==> src/rtl/ptad_pkg.sv <==
// ----------------------------------------------------------------------------
// ptad_pkg
// Shared types, register indexes and constants of the pixel to ASCII
// downscaler.
// ----------------------------------------------------------------------------
package ptad_pkg;

    localparam int CFG_W = 13;

    localparam logic [2:0] REG_SRC_WIDTH  = 3'd0;
    localparam logic [2:0] REG_SRC_HEIGHT = 3'd1;
    localparam logic [2:0] REG_DST_WIDTH  = 3'd2;
    localparam logic [2:0] REG_DST_HEIGHT = 3'd3;
    localparam logic [2:0] REG_GRAY_INPUT = 3'd4;

    localparam logic [CFG_W-1:0] SRC_WIDTH_RST  = 13'd640;
    localparam logic [CFG_W-1:0] SRC_HEIGHT_RST = 13'd480;
    localparam logic [CFG_W-1:0] DST_WIDTH_RST  = 13'd80;
    localparam logic [CFG_W-1:0] DST_HEIGHT_RST = 13'd30;

    localparam logic [6:0] NEWLINE_CODE = 7'd10;
    localparam int         RAMP_SIZE    = 10;

    localparam logic [17:0] WEIGHT_RED   = 18'd299;
    localparam logic [17:0] WEIGHT_GREEN = 18'd587;
    localparam logic [17:0] WEIGHT_BLUE  = 18'd114;

    // floor(x / 1000) == (x * GRAY_RECIP) >> GRAY_SHIFT for x <= 255000
    localparam logic [36:0] GRAY_RECIP = 37'd268436;
    localparam int          GRAY_SHIFT = 28;

    typedef struct packed {
        logic [CFG_W-1:0] src_width;
        logic [CFG_W-1:0] src_height;
        logic [CFG_W-1:0] dst_width;
        logic [CFG_W-1:0] dst_height;
        logic             gray_input;
    } cfg_t;

    typedef struct packed {
        logic       mono;
        logic       newline;
        logic       eof;
        logic [7:0] blue;
        logic [7:0] green;
        logic [7:0] red;
    } pix_t;

    typedef struct packed {
        logic       newline;
        logic       eof;
        logic [6:0] code;
    } char_t;

    function automatic logic [6:0] ramp_char(input logic [3:0] idx);
        logic [6:0] c;
        case (idx)
            4'd0:    c = 7'h20;
            4'd1:    c = 7'h2E;
            4'd2:    c = 7'h3A;
            4'd3:    c = 7'h2D;
            4'd4:    c = 7'h3D;
            4'd5:    c = 7'h2B;
            4'd6:    c = 7'h2A;
            4'd7:    c = 7'h23;
            4'd8:    c = 7'h25;
            default: c = 7'h40;
        endcase
        return c;
    endfunction

endpackage

==> src/rtl/ptad_cfg.sv <==
// ----------------------------------------------------------------------------
// ptad_cfg
// Configuration registers, clamping of the dimensions and frame restart on
// a dimension write.
// ----------------------------------------------------------------------------
module ptad_cfg #(
    parameter int MAX_DIM = 4096
) (
    input  logic                     aclk,
    input  logic                     aresetn,
    input  logic                     cfg_valid,
    output logic                     cfg_ready,
    input  logic [2:0]               cfg_index,
    input  logic [ptad_pkg::CFG_W-1:0] cfg_data,
    output ptad_pkg::cfg_t           cfg_eff,
    output logic                     restart
);

    localparam int DIM_CAP = (MAX_DIM < 8191) ? MAX_DIM : 8191;
    localparam logic [ptad_pkg::CFG_W-1:0] CAP = ptad_pkg::CFG_W'(DIM_CAP);

    logic [ptad_pkg::CFG_W-1:0] src_width_reg, src_height_reg;
    logic [ptad_pkg::CFG_W-1:0] dst_width_reg, dst_height_reg;
    logic                       gray_input_reg;
    logic                       wr;
    logic [ptad_pkg::CFG_W-1:0] sw, sh, dw, dh;

    function automatic logic [ptad_pkg::CFG_W-1:0] clamp_dim(
        input logic [ptad_pkg::CFG_W-1:0] v
    );
        logic [ptad_pkg::CFG_W-1:0] r;
        if (v == '0) begin
            r = ptad_pkg::CFG_W'(1);
        end else if (v > CAP) begin
            r = CAP;
        end else begin
            r = v;
        end
        return r;
    endfunction

    assign cfg_ready = 1'b1;
    assign wr        = cfg_valid & cfg_ready;
    assign restart   = wr & ((cfg_index == ptad_pkg::REG_SRC_WIDTH)
                          || (cfg_index == ptad_pkg::REG_SRC_HEIGHT)
                          || (cfg_index == ptad_pkg::REG_DST_WIDTH)
                          || (cfg_index == ptad_pkg::REG_DST_HEIGHT));

    always_ff @(posedge aclk) begin
        if (!aresetn) begin
            src_width_reg  <= ptad_pkg::SRC_WIDTH_RST;
            src_height_reg <= ptad_pkg::SRC_HEIGHT_RST;
            dst_width_reg  <= ptad_pkg::DST_WIDTH_RST;
            dst_height_reg <= ptad_pkg::DST_HEIGHT_RST;
            gray_input_reg <= 1'b0;
        end else if (wr) begin
            case (cfg_index)
                ptad_pkg::REG_SRC_WIDTH:  src_width_reg  <= cfg_data;
                ptad_pkg::REG_SRC_HEIGHT: src_height_reg <= cfg_data;
                ptad_pkg::REG_DST_WIDTH:  dst_width_reg  <= cfg_data;
                ptad_pkg::REG_DST_HEIGHT: dst_height_reg <= cfg_data;
                ptad_pkg::REG_GRAY_INPUT: gray_input_reg <= cfg_data[0];
                default: ;
            endcase
        end
    end

    always_comb begin
        sw = clamp_dim(src_width_reg);
        sh = clamp_dim(src_height_reg);
        dw = clamp_dim(dst_width_reg);
        dh = clamp_dim(dst_height_reg);
        if (dw > sw) dw = sw;
        if (dh > sh) dh = sh;
        cfg_eff.src_width  = sw;
        cfg_eff.src_height = sh;
        cfg_eff.dst_width  = dw;
        cfg_eff.dst_height = dh;
        cfg_eff.gray_input = gray_input_reg;
    end

endmodule

==> src/rtl/ptad_sel.sv <==
// ----------------------------------------------------------------------------
// ptad_sel
// Raster counters and accumulators that pick the nearest-neighbor pixel of
// each output cell; the picked pixel lands in the input register.
// ----------------------------------------------------------------------------
module ptad_sel #(
    parameter int MAX_DIM = 4096
) (
    input  logic           aclk,
    input  logic           aresetn,
    input  ptad_pkg::cfg_t cfg_eff,
    input  logic           restart,
    input  logic           in_valid,
    output logic           in_ready,
    input  logic [7:0]     in_red,
    input  logic [7:0]     in_green,
    input  logic [7:0]     in_blue,
    output logic           out_valid,
    input  logic           out_ready,
    output ptad_pkg::pix_t out_data
);

    localparam int DIM_CAP = (MAX_DIM < 8191) ? MAX_DIM : 8191;
    localparam int DW      = $clog2(DIM_CAP + 1);
    localparam int AW      = 2 * DW;

    logic [DW-1:0] sc_reg, sc_next, sr_reg, sr_next;
    logic [DW-1:0] oc_reg, oc_next, or_reg, or_next;
    logic [AW-1:0] ct_reg, ct_next, cs_reg, cs_next;
    logic [AW-1:0] rt_reg, rt_next, rs_reg, rs_next;
    logic          valid_reg, valid_next;
    ptad_pkg::pix_t data_reg, data_next;

    logic [DW-1:0] w_src, h_src, w_dst, h_dst;
    logic          accept, row_sel, col_sel, hit, row_end, last_row;

    assign w_src = DW'(cfg_eff.src_width);
    assign h_src = DW'(cfg_eff.src_height);
    assign w_dst = DW'(cfg_eff.dst_width);
    assign h_dst = DW'(cfg_eff.dst_height);

    assign in_ready  = (!valid_reg || out_ready) && !restart;
    assign accept    = in_valid && in_ready;
    assign out_valid = valid_reg;
    assign out_data  = data_reg;

    assign row_sel  = (or_reg < h_dst)
                   && ({1'b0, rt_reg} < ({1'b0, rs_reg} + (AW+1)'(h_dst)));
    assign col_sel  = (oc_reg < w_dst)
                   && ({1'b0, ct_reg} < ({1'b0, cs_reg} + (AW+1)'(w_dst)));
    assign hit      = row_sel && col_sel;
    assign row_end  = ((DW+1)'(sc_reg) + (DW+1)'(1)) >= (DW+1)'(w_src);
    assign last_row = ((DW+1)'(sr_reg) + (DW+1)'(1)) >= (DW+1)'(h_src);

    always_comb begin
        sc_next = sc_reg;
        sr_next = sr_reg;
        oc_next = oc_reg;
        or_next = or_reg;
        ct_next = ct_reg;
        cs_next = cs_reg;
        rt_next = rt_reg;
        rs_next = rs_reg;
        valid_next = valid_reg;
        data_next  = data_reg;
        if (restart) begin
            sc_next = '0; sr_next = '0; oc_next = '0; or_next = '0;
            ct_next = '0; cs_next = '0; rt_next = '0; rs_next = '0;
            if (out_ready) valid_next = 1'b0;
        end else if (accept) begin
            valid_next        = hit;
            data_next.red     = in_red;
            data_next.green   = in_green;
            data_next.blue    = in_blue;
            data_next.mono    = cfg_eff.gray_input;
            data_next.newline = ((DW+1)'(oc_reg) + (DW+1)'(1)) >= (DW+1)'(w_dst);
            data_next.eof     = ((DW+1)'(or_reg) + (DW+1)'(1)) >= (DW+1)'(h_dst);
            if (row_end) begin
                sc_next = '0;
                oc_next = '0;
                ct_next = '0;
                cs_next = '0;
                if (last_row) begin
                    sr_next = '0; or_next = '0; rt_next = '0; rs_next = '0;
                end else begin
                    if (row_sel) begin
                        or_next = or_reg + DW'(1);
                        rt_next = rt_reg + AW'(h_src);
                    end
                    sr_next = sr_reg + DW'(1);
                    rs_next = rs_reg + AW'(h_dst);
                end
            end else begin
                sc_next = sc_reg + DW'(1);
                cs_next = cs_reg + AW'(w_dst);
                if (hit) begin
                    oc_next = oc_reg + DW'(1);
                    ct_next = ct_reg + AW'(w_src);
                end
            end
        end else if (out_ready) begin
            valid_next = 1'b0;
        end
    end

    always_ff @(posedge aclk) begin
        if (!aresetn) begin
            sc_reg <= '0; sr_reg <= '0; oc_reg <= '0; or_reg <= '0;
            ct_reg <= '0; cs_reg <= '0; rt_reg <= '0; rs_reg <= '0;
            valid_reg <= 1'b0;
        end else begin
            sc_reg <= sc_next; sr_reg <= sr_next;
            oc_reg <= oc_next; or_reg <= or_next;
            ct_reg <= ct_next; cs_reg <= cs_next;
            rt_reg <= rt_next; rs_reg <= rs_next;
            valid_reg <= valid_next;
        end
    end

    always_ff @(posedge aclk) begin
        data_reg <= data_next;
    end

    a_col_in_range: assert property (@(posedge aclk) disable iff (!aresetn)
        sc_reg < w_src) else $error("source column beyond source width");

    a_ocol_in_range: assert property (@(posedge aclk) disable iff (!aresetn)
        oc_reg <= w_dst) else $error("output column beyond output width");

    a_orow_in_range: assert property (@(posedge aclk) disable iff (!aresetn)
        or_reg <= h_dst) else $error("output row beyond output height");

endmodule

==> src/rtl/ptad_gray.sv <==
// ----------------------------------------------------------------------------
// ptad_gray
// Three-stage luma and ramp pipeline: weighted sum, divide by 1000 through
// a reciprocal multiply, ramp character lookup. Mono input uses red as gray.
// ----------------------------------------------------------------------------
module ptad_gray #(
    parameter int RAMP_LEVELS = 10
) (
    input  logic            aclk,
    input  logic            aresetn,
    input  logic            in_valid,
    output logic            in_ready,
    input  ptad_pkg::pix_t  in_data,
    output logic            out_valid,
    input  logic            out_ready,
    output ptad_pkg::char_t out_data
);

    localparam int PW  = 8 + $clog2(RAMP_LEVELS + 1);
    localparam int TOP = (RAMP_LEVELS < ptad_pkg::RAMP_SIZE) ? RAMP_LEVELS
                                                            : ptad_pkg::RAMP_SIZE;

    logic        v2_reg, v3_reg, v4_reg;
    logic        adv2, adv3, adv4;
    logic [17:0] sum2_reg;
    logic        mono2_reg, nl2_reg, eof2_reg;
    logic [7:0]  gray3_reg;
    logic        nl3_reg, eof3_reg;
    ptad_pkg::char_t out4_reg;

    logic [17:0]   sum_next;
    logic [36:0]   quot_prod;
    logic [7:0]    gray_next;
    logic [PW-1:0] lvl_prod;
    logic [PW-9:0] idx_raw;
    logic [3:0]    idx;

    assign adv4     = !v4_reg || out_ready;
    assign adv3     = !v3_reg || adv4;
    assign adv2     = !v2_reg || adv3;
    assign in_ready = adv2;

    assign out_valid = v4_reg;
    assign out_data  = out4_reg;

    always_comb begin
        sum_next  = 18'(in_data.red) * ptad_pkg::WEIGHT_RED
                  + 18'(in_data.green) * ptad_pkg::WEIGHT_GREEN
                  + 18'(in_data.blue) * ptad_pkg::WEIGHT_BLUE;
        if (in_data.mono) sum_next = 18'(in_data.red);
    end

    assign quot_prod = 37'(sum2_reg) * ptad_pkg::GRAY_RECIP;
    assign gray_next = mono2_reg ? sum2_reg[7:0]
                                 : quot_prod[ptad_pkg::GRAY_SHIFT +: 8];

    assign lvl_prod = PW'(gray3_reg) * PW'(RAMP_LEVELS);
    assign idx_raw  = lvl_prod[PW-1:8];
    assign idx      = (int'(idx_raw) >= TOP) ? 4'(TOP - 1) : 4'(idx_raw);

    always_ff @(posedge aclk) begin
        if (!aresetn) begin
            v2_reg <= 1'b0;
            v3_reg <= 1'b0;
            v4_reg <= 1'b0;
        end else begin
            if (adv2) v2_reg <= in_valid;
            if (adv3) v3_reg <= v2_reg;
            if (adv4) v4_reg <= v3_reg;
        end
    end

    always_ff @(posedge aclk) begin
        if (adv2) begin
            sum2_reg  <= sum_next;
            mono2_reg <= in_data.mono;
            nl2_reg   <= in_data.newline;
            eof2_reg  <= in_data.eof;
        end
        if (adv3) begin
            gray3_reg <= gray_next;
            nl3_reg   <= nl2_reg;
            eof3_reg  <= eof2_reg;
        end
        if (adv4) begin
            out4_reg.code    <= ptad_pkg::ramp_char(idx);
            out4_reg.newline <= nl3_reg;
            out4_reg.eof     <= eof3_reg;
        end
    end

endmodule

==> src/rtl/ptad_out.sv <==
// ----------------------------------------------------------------------------
// ptad_out
// Output register; sends the ramp character and, at a row end, a newline
// beat right after it.
// ----------------------------------------------------------------------------
module ptad_out (
    input  logic            aclk,
    input  logic            aresetn,
    input  logic            in_valid,
    output logic            in_ready,
    input  ptad_pkg::char_t in_data,
    output logic            m_tvalid,
    input  logic            m_tready,
    output logic [7:0]      m_tdata,   // [6:0] char_code, [7] zero
    output logic            m_tuser,   // [0] last_of_item
    output logic            m_tlast    // end_of_frame
);

    logic       valid_reg, valid_next;
    logic       nl_pend_reg, nl_pend_next;
    logic       eof_pend_reg, eof_pend_next;
    logic [6:0] code_reg, code_next;
    logic       last_reg, last_next;
    logic       eof_reg, eof_next;
    logic       take;

    assign take     = valid_reg && m_tready;
    assign in_ready = !valid_reg || (take && !nl_pend_reg);

    always_comb begin
        valid_next    = valid_reg;
        nl_pend_next  = nl_pend_reg;
        eof_pend_next = eof_pend_reg;
        code_next     = code_reg;
        last_next     = last_reg;
        eof_next      = eof_reg;
        if (in_valid && in_ready) begin
            valid_next    = 1'b1;
            code_next     = in_data.code;
            last_next     = !in_data.newline;
            eof_next      = 1'b0;
            nl_pend_next  = in_data.newline;
            eof_pend_next = in_data.eof;
        end else if (take && nl_pend_reg) begin
            code_next    = ptad_pkg::NEWLINE_CODE;
            last_next    = 1'b1;
            eof_next     = eof_pend_reg;
            nl_pend_next = 1'b0;
        end else if (take) begin
            valid_next = 1'b0;
        end
    end

    always_ff @(posedge aclk) begin
        if (!aresetn) begin
            valid_reg   <= 1'b0;
            nl_pend_reg <= 1'b0;
        end else begin
            valid_reg   <= valid_next;
            nl_pend_reg <= nl_pend_next;
        end
    end

    always_ff @(posedge aclk) begin
        eof_pend_reg <= eof_pend_next;
        code_reg     <= code_next;
        last_reg     <= last_next;
        eof_reg      <= eof_next;
    end

    assign m_tvalid = valid_reg;
    assign m_tdata  = {1'b0, code_reg};
    assign m_tuser  = last_reg;
    assign m_tlast  = eof_reg;

    a_pend_needs_beat: assert property (@(posedge aclk) disable iff (!aresetn)
        nl_pend_reg |-> valid_reg) else $error("newline pending without a beat");

    a_eof_is_newline: assert property (@(posedge aclk) disable iff (!aresetn)
        (valid_reg && eof_reg) |-> (code_reg == ptad_pkg::NEWLINE_CODE && last_reg))
        else $error("end of frame on a non-newline beat");

    a_not_last_pends: assert property (@(posedge aclk) disable iff (!aresetn)
        (valid_reg && !last_reg) |-> nl_pend_reg)
        else $error("character marked not last with no newline pending");

endmodule

==> src/rtl/pixel_to_ascii_downscaler.sv <==
// ----------------------------------------------------------------------------
// pixel_to_ascii_downscaler
// Nearest-neighbor downscaler that turns a raster pixel stream into ASCII
// art characters.
//
// Pixels enter on the s_ stream in raster order, one beat per pixel. Each
// selected pixel yields one ramp character on the m_ stream; the pixel that
// closes an output row also yields a newline beat, with m_tlast set on the
// newline that ends the frame. Unselected pixels yield nothing.
// The cfg channel writes the dimension and mode registers; a dimension write
// restarts the frame. Write it only while the stream is idle.
// One pixel is taken every cycle unless back-pressure or a restart holds
// s_tready low. A pixel reaches the m_ side through the input register,
// three pipeline stages and the output register. A pixel with a newline
// holds the output register for a character beat and a newline beat.
// Reset returns the registers to 640x480 -> 80x30 RGB and clears all
// counters and the pipeline. When m_tready is low the pipeline fills and
// s_tready falls; nothing is dropped.
// ----------------------------------------------------------------------------
module pixel_to_ascii_downscaler #(
    parameter int MAX_DIM     = 4096,
    parameter int RAMP_LEVELS = 10
) (
    input  logic                       aclk,
    input  logic                       aresetn,
    input  logic                       s_tvalid,
    output logic                       s_tready,
    input  logic [23:0]                s_tdata,  // [7:0] red, [15:8] green, [23:16] blue
    output logic                       m_tvalid,
    input  logic                       m_tready,
    output logic [7:0]                 m_tdata,  // [6:0] char_code, [7] zero
    output logic                       m_tuser,  // [0] last_of_item
    output logic                       m_tlast,  // end_of_frame
    input  logic                       cfg_valid,
    output logic                       cfg_ready,
    input  logic [2:0]                 cfg_index,
    input  logic [ptad_pkg::CFG_W-1:0] cfg_data
);

    ptad_pkg::cfg_t  cfg_eff;
    logic            restart;
    logic            sel_valid, sel_ready;
    ptad_pkg::pix_t  sel_data;
    logic            chr_valid, chr_ready;
    ptad_pkg::char_t chr_data;

    ptad_cfg #(
        .MAX_DIM (MAX_DIM)
    ) u_cfg (
        .aclk      (aclk),
        .aresetn   (aresetn),
        .cfg_valid (cfg_valid),
        .cfg_ready (cfg_ready),
        .cfg_index (cfg_index),
        .cfg_data  (cfg_data),
        .cfg_eff   (cfg_eff),
        .restart   (restart)
    );

    ptad_sel #(
        .MAX_DIM (MAX_DIM)
    ) u_sel (
        .aclk      (aclk),
        .aresetn   (aresetn),
        .cfg_eff   (cfg_eff),
        .restart   (restart),
        .in_valid  (s_tvalid),
        .in_ready  (s_tready),
        .in_red    (s_tdata[7:0]),
        .in_green  (s_tdata[15:8]),
        .in_blue   (s_tdata[23:16]),
        .out_valid (sel_valid),
        .out_ready (sel_ready),
        .out_data  (sel_data)
    );

    ptad_gray #(
        .RAMP_LEVELS (RAMP_LEVELS)
    ) u_gray (
        .aclk      (aclk),
        .aresetn   (aresetn),
        .in_valid  (sel_valid),
        .in_ready  (sel_ready),
        .in_data   (sel_data),
        .out_valid (chr_valid),
        .out_ready (chr_ready),
        .out_data  (chr_data)
    );

    ptad_out u_out (
        .aclk     (aclk),
        .aresetn  (aresetn),
        .in_valid (chr_valid),
        .in_ready (chr_ready),
        .in_data  (chr_data),
        .m_tvalid (m_tvalid),
        .m_tready (m_tready),
        .m_tdata  (m_tdata),
        .m_tuser  (m_tuser),
        .m_tlast  (m_tlast)
    );

endmodule
==> config.mk <==
export PLATFORM = sky130hd
export DESIGN_NAME = pixel_to_ascii_downscaler
export DESIGN_NICKNAME = d
export VERILOG_FILES = /design/src/rtl/ptad_pkg.sv /design/src/rtl/ptad_cfg.sv /design/src/rtl/ptad_sel.sv /design/src/rtl/ptad_gray.sv /design/src/rtl/ptad_out.sv /design/src/rtl/pixel_to_ascii_downscaler.sv
export SDC_FILE = /design/constraint.sdc
export NUM_CORES = 1
export LEC_CHECK = 0
export BUFFER_PORTS_ARGS = -buffer_cell sky130_fd_sc_hd__buf_2
export CORE_MARGIN = 5
export CORE_UTILIZATION = 65
export CTS_BUF_LIST = sky130_fd_sc_hd__clkbuf_4 sky130_fd_sc_hd__clkbuf_8 sky130_fd_sc_hd__clkbuf_16
export DETAILED_ROUTE_END_ITERATION = 7
export PLACE_DENSITY = 0.94
export RECOVER_POWER = 50
export SYNTH_ARGS = -nofsm -noshare
export SYNTH_HDL_FRONTEND = slang
export SYNTH_HIERARCHICAL = 1
export SYNTH_SLANG_ARGS = --single-unit
==> constraint.sdc <==
create_clock -name aclk -period 7.6 [get_ports aclk]
set_input_delay 0.76 -clock aclk [delete_from_list [all_inputs] [get_ports aclk]]
set_output_delay 0.76 -clock aclk [all_outputs]
set_load 0.01 [all_outputs]
==> results_dict.tcl, run 1 <==
set metrics [dict create \
    status "finished, violations left" \
    failed_checks "design-rule violations, max-capacitance violations, max-slew violations" \
    fp.dieArea_mm2 0.0456 \
    core-area_mm2 0.0409 \
    fin_crit_sh_pct 96.9 \
    drc 2 \
    p_comb_share_pct 72.7 \
    grt_usage_pct 33.0 \
    io_buffers 55 \
    yosys_register_bits 292 \
    dp_slack_ps 252 \
    layout_setup_ws_ps 237 \
    place_congestion 0.985 \
    tightest_slew_ps 2480 \
    async_flop_share_pct 0 \
    synth_top_area_share_pct 21.9 \
    clkSlewWorstSetupHoldPaths_ps 70 \
    seq_area_frac_synth_pct 24.5 \
    cap_violations 2 \
    synthXorXnorAreaFrac_pct 4.35 \
    hold_class "in -> reg" \
    setup_tns_ps 0 \
    finalPower_w 0.0143 \
    postSynthNetCount 3660 \
    vdd.ir_drop.worst_uv 652 \
    grt_pass1_wl_um 122000 \
    synthMuxAreaShare_pct 1.95 \
    crit_path_max_fanout 4 \
    netlist_instances 3022 \
    power_frac_clock_pct 12.4 \
    synthSimpleGateAreaFrac_pct 15.4 \
    dr.pass1.iters 8 \
    powerDensity_mw_per_mm2 494 \
    multiInputGateArea_mm2 0.0185 \
    fin_nets 3686 \
    share_seq_of_total_power_pct 14.9 \
    slew_violations 87 \
    mostFrequentLayoutCells "ha_1, inv_1, nand2_1" \
    synth_ff_type "dfxtp_1" \
    synth_edf_count 76 \
    row_count 74 \
    final_hold_viol_count 0 \
    final-seq-area_mm2 0.00661 \
    cts.sinks 292 \
    largest_reg_flops 27 \
    fin_skew_ps 23.2 \
    overflow 0 \
    startpoint_type "register" \
    die_w_um 214 \
    arrival_ps 7660 \
    start_util_pct 65.9 \
    vias 23800 \
    synth_compound_area_share_pct 15.9 \
    h-tree-depth 2 \
    hpwl_um 56400 \
    netSwitchingPower_w 0.00724 \
    postRouteAntennaNets 0 \
    synth.largest_area_cell "ha_1" \
    drive_gt1_share_pct 7.31 \
    clockBufferDepth 3 \
    relSlewSlack_pct -65.4 \
    tritoncts "built" \
    whs_ps 349 \
    n_antenna_cell 0 \
    final_common_cell "ha_1" \
    fillCellCount 2770 \
    cts_inserted_buffers 36 \
    cellLeakagePower_nw 13.7 \
    endpoint_kind "register" \
    grt_max_degree 63 \
    clockRootBuffer "clkbuf_16" \
    clock.fmax_mhz 136 \
    viasPerCell 6.59 \
    min_period_ps 7360 \
    io_pins 58 \
    yosysWarningCount 6 \
    wire_per_inst_um 21.4 \
    cellInternalPower_w 0.00704 \
    synth.area.top_cells "ha_1, dfxtp_1, fa_1" \
    ys_types 96 \
    synth_top_family_by_area "adder cells" \
    yosys.area_share.adder_pct 30.9 \
    drt_first_iter_violations 2720 \
    syn2layout_area_growth_pct 7.17 \
    setup_viol 0 \
    path_class "reg -> reg" \
    syn_area_per_cell_um2 8.92 \
    dieHeight_um 214 \
    netSwitchingFraction_pct 50.7 \
    antenna_found_initial 0 \
    cp_data_required_time_ps 7900 \
    clock_latency_ps 580 \
    wl_um 77100 \
    synthesis.area_mm2 0.0270 \
    grt_pass1_vias 24100 \
]
==> final timing paths <==
kind | depth (start not counted) | end | slack (ps) | from
worst max-delay path | 23 | u_gray/sum2_reg[17] | 240 | u_sel/out_data[16]
worst min-delay path | 1 | u_sel/out_data[1] | 350 | s_tdata[1]
worst max register to register | 23 | u_gray/sum2_reg[17] | 240 | u_sel/out_data[16]
worst min register to register | 0 | u_gray/eof3_reg | 420 | u_gray/eof2_reg
==> area by class of cell <==
type | instances | area share [%]
Multi-Input combinational cell | 2266 | 64.1
Sequential cell | 292 | 22.9
Inverter | 368 | 4.81
Clock buffer | 53 | 3.79
Tap cell | 532 | 2.30
Timing Repair Buffer | 84 | 1.72
Clock inverter | 13 | 0.429
==> worst max-delay path, cell delays in order, from the launching register on <==
cell       delay (ps)
edfxtp_1          510
fa_1              580
inv_1              70
fa_1              520
inv_1              70
ha_1              310
ha_1              240
fa_1              410
xor2_1            330
ha_1              320
fa_1              510
inv_1              50
fa_1              470
fa_1              560
inv_1              60
ha_1              250
nor3_1            270
o2111ai_1         250
and3_1            290
o31a_1            320
nor3_2            240
o31ai_1           150
xnor2_1           240
nor2_1             70
==> timing repair <==
action,4_1_cts,5_1_grt
endpoints found under the setup margin,0,78
hold buffers,0,0
resized for setup,0,14
setup buffers,0,6
==> layer usage <==
metal  track usage [%]  vias up  wire [µm]
met5                 0        -          0
met4              18.5        0       4790
met3              6.34      465       7710
met2              53.9     1502      35100
met1              41.4    11200      29500
li1                  -    10600          -
==> power by group through the flow <==
stage	Clock, W	Combinational, W	Sequential [W]
2_1_floorplan	0	0.00697	0.00202
3_3_place_gp	0	0.00855	0.00213
3_5_place_dp	0	0.00957	0.00214
4_1_cts	0.00179	0.0100	0.00211
5_1_grt	0.00186	0.0115	0.00212
6_report	0.00178	0.0104	0.00213
==> kinds of logic after synthesis <==
family	after synthesis
flops	292
mux	41
simple gates	843
compound gates	653
xor+xnor	134
fa+ha+maj	593
other cells	2
buf+inv	464
==> Yosys cell counts (7+ instances only) <==
library cell    n
ha_1          471
inv_1         368
nand2_1       307
dfxtp_1       216
a21oi_1       185
o21ai_0       143
fa_1          122
nand3_1       114
nor2_1        108
edfxtp_1       76
xnor2_1        69
xor2_1         65
clkbuf_1       58
a21boi_0       48
a21o_1         47
and3_1         43
nor2b_1        43
nor3_1         40
nand2b_1       38
o211ai_1       33
nand4_1        31
a31oi_1        24
nor4_1         22
or3_1          22
a22o_1         20
mux2_4         20
a211oi_1       18
buf_2          18
o21a_1         17
and2_1         16
nand3b_1       15
o31ai_1        14
o21bai_1       13
mux2_2         11
a211o_1        10
mux2i_1        10
a31o_2          9
o41ai_1         9
or2_2           9
and4_1          7
==> through the flow <==
step / std cells / utilization (%) / cell area [µm²]
2_1_floorplan: 3022 / - / 27000
3_3_place_gp: 3536 / 67.5 / 27600
3_5_place_dp: 3536 / 67.5 / 27600
4_1_cts: 3602 / 70.4 / 28800
5_1_grt: 3608 / 70.6 / 28900
6_report: 3608 / 70.6 / 28900
No activity file was read; power rests on OpenSTA's default activity.
==> run 2, diff against run 1 <==
- BUFFER_PORTS_ARGS: -buffer_cell sky130_fd_sc_hd__buf_2 -> default
- CELL_PAD_IN_SITES_DETAIL_PLACEMENT: default -> 1
- CELL_PAD_IN_SITES_GLOBAL_PLACEMENT: default -> 1
- CORE_UTILIZATION: 65 -> 51
- CTS_BUF_LIST: sky130_fd_sc_hd__clkbuf_4 sky130_fd_sc_hd__clkbuf_8 sky130_fd_sc_hd__clkbuf_16 -> default
- DONT_BUFFER_PORTS: default -> 1
==> run 2 against run 1 <==
  * The flow finishes with violations (max-capacitance violations, max-slew violations)
  * Global-route usage is 0.55 points higher
  * Clock power is 3% higher
  * Cell area hardly changed
  * Worst hold slack worse by 100 ps
  * Register-to-register slack worse by 210 ps
  * Power is 10% higher
  * Sequential share of layout area hardly changed
  * Via count is 8.1% higher
  * Sequential cell count stayed put
==> results_dict.tcl, run 2 (synthesis gave the netlist of run 1 again) <==
set metrics [dict create \
    critical-path-top-delay-family "adder cells" \
    rsz0062_at_grt "yes" \
    startpoint_type "register" \
    slew_violations 63 \
    cts.sinks 292 \
    hold_class "in -> reg" \
    vdd.ir_drop.worst_uv 564 \
    die_w_um 240 \
    vias 25700 \
    placed_area_mm2 0.0275 \
    cp_data_required_time_ps 7880 \
    fillCellCount 5936 \
    wl_um 109000 \
    wire_per_inst_um 29.5 \
    slowest_stage "fa_1" \
    clockBufferDepth 3 \
    grt_usage_pct 33.6 \
    drive_gt1_share_pct 6.21 \
    clkSlewWorstSetupHoldPaths_ps 80 \
    n_antenna_cell 0 \
    io_pins 58 \
    syn2layout_area_growth_pct 7.14 \
    setup_viol 0 \
    hpwl_um 71300 \
    crit_path_max_fanout 4 \
    start_util_pct 51.4 \
    cp_cell_sequence "fa_1 > inv_1 > fa_1 > inv_1 > ha_1 > ha_1 > fa_1 > xor2_2 > ha_1 > inv_1 > fa_1 > fa_1 > fa_1 > inv_1 > ha_1 > a21oi_1 > nor2b_1 > or2_2 > o31a_1 > nor3_2 > o31ai_2 > xnor2_1 > nor2_1" \
    final_hold_viol_count 0 \
    cap_violations 2 \
    grt_max_degree 72 \
    viasPerCell 6.92 \
    h-tree-depth 2 \
    tightest_slew_ps 2110 \
    path_buf_inv 4 \
    powerDensity_mw_per_mm2 544 \
    mostFrequentLayoutCells "ha_1, inv_1, nand2_1" \
    fin_crit_sh_pct 99.6 \
    antenna_found_initial 4 \
    drt_first_iter_violations 3065 \
    status "finished, violations left" \
    path_class "reg -> reg" \
    fin_nets 3636 \
    tritoncts "built" \
    endpoint_kind "register" \
    largest_reg_flops 27 \
    min_period_ps 7570 \
    dr.pass1.iters 8 \
    overflow 0 \
    place_congestion 0.927 \
    clock.fmax_mhz 132 \
    grt_pass1_vias 26800 \
    drc 0 \
    setup_tns_ps 0 \
    finalInstanceArea_mm2 0.0289 \
    core-area_mm2 0.0524 \
    relSlewSlack_pct -40.9 \
    postRouteAntennaNets 0 \
    clockRootBuffer "clkbuf_16" \
    grt_pass1_wl_um 153000 \
    cellLeakagePower_nw 13.5 \
    clock_latency_ps 620 \
    row_count 84 \
    fin_skew_ps 49.0 \
    io_buffers 0 \
    crit_top_cell "fa_1" \
    critPathMaxStageDelay_ps 590 \
    final_common_cell "ha_1" \
    cts_inserted_buffers 37 \
    r2r_setup_slack_ps 30 \
    dieHeight_um 240 \
    arrival_ps 7850 \
    failed_checks "max-capacitance violations, max-slew violations" \
    fp.dieArea_mm2 0.0575 \
]
-- run 2: cell count changes in the layout (fill, tap and decap cells not counted), sizes merged --
cell	delta
bufinv	+2
inv	-5
buf	-40
clkinv	+11
clkbuf	-18
-- run 2: worst paths after layout --
check / cells after the start / from / endpoint
max: 23 / u_sel/out_data[17] / u_gray/sum2_reg[17]
min reg2reg: 0 / u_gray/eof3_reg / u_gray/out_data[7]
min: 1 / aresetn / u_cfg/src_width_reg[7]
max reg2reg: 23 / u_sel/out_data[17] / u_gray/sum2_reg[17]
-- run 2: area by class of cell --
type | instances | area (µm²) | area share (%)
multi-input cells | 2266 | 18600 | 64.3
flip-flops and latches | 292 | 6610 | 22.9
inverters | 368 | 1390 | 4.81
clock buffers | 46 | 1010 | 3.50
well taps | 688 | 861 | 2.98
repair buffers | 33 | 240 | 0.832
clock inverters | 21 | 193 | 0.667
-- run 2: report_power, final --
group / switching (W) / internal (W)
clock: 0.000814 / 0.00102
sequential: 0.000306 / 0.00188
combinational: 0.00733 / 0.00436
total: 0.00845 / 0.00727
-- run 2: per-layer routing --
metal  GRT usage, %  vias up  part of all wire (%)
met1           39.4    12400                    35
met5          0.589        -                 0.025
li1               -    10500                     -
met3           7.86      815                    11
met4           19.3        4                   9.2
met2           56.5     1979                    45
-- run 2: worst register-to-register path: stages, from the launching register on --
cell and delay, ps:
edfxtp_1 560, fa_1 600, inv_1 60, fa_1 510, inv_1 70, ha_1 320
ha_1 240, fa_1 460, xor2_2 320, ha_1 230, inv_1 80, fa_1 530
fa_1 470, fa_1 560, inv_1 110, ha_1 280, a21oi_1 220, nor2b_1 110
or2_2 330, o31a_1 370, nor3_2 260, o31ai_2 200, xnor2_1 290, nor2_1 100
-- run 2: metrics by stage --
stage / util, % / std cells / hold slack, ps / setup WS, ps / power [W]
final: 55.1 / 3714 / 246 / 29.3 / 0.0157
after global routing: 55.1 / 3714 / 234 / -281 / 0.0165
after CTS: 54.8 / 3703 / 250 / 30.9 / 0.0146
after detailed placement: 52.4 / 3636 / 409 / -381 / 0.0124
after global placement: 52.4 / 3636 / 402 / 185 / 0.0108
after floorplan: - / 3022 / 400 / 1040 / 0.00899
-- run 2: repair_timing --
action | CTS | global route
hold buffers | 0 | 0
setup buffers | 0 | 11
pin swaps | 0 | 2
endpoints found under the setup margin | 54 | 80
gates resized for setup | 7 | 23
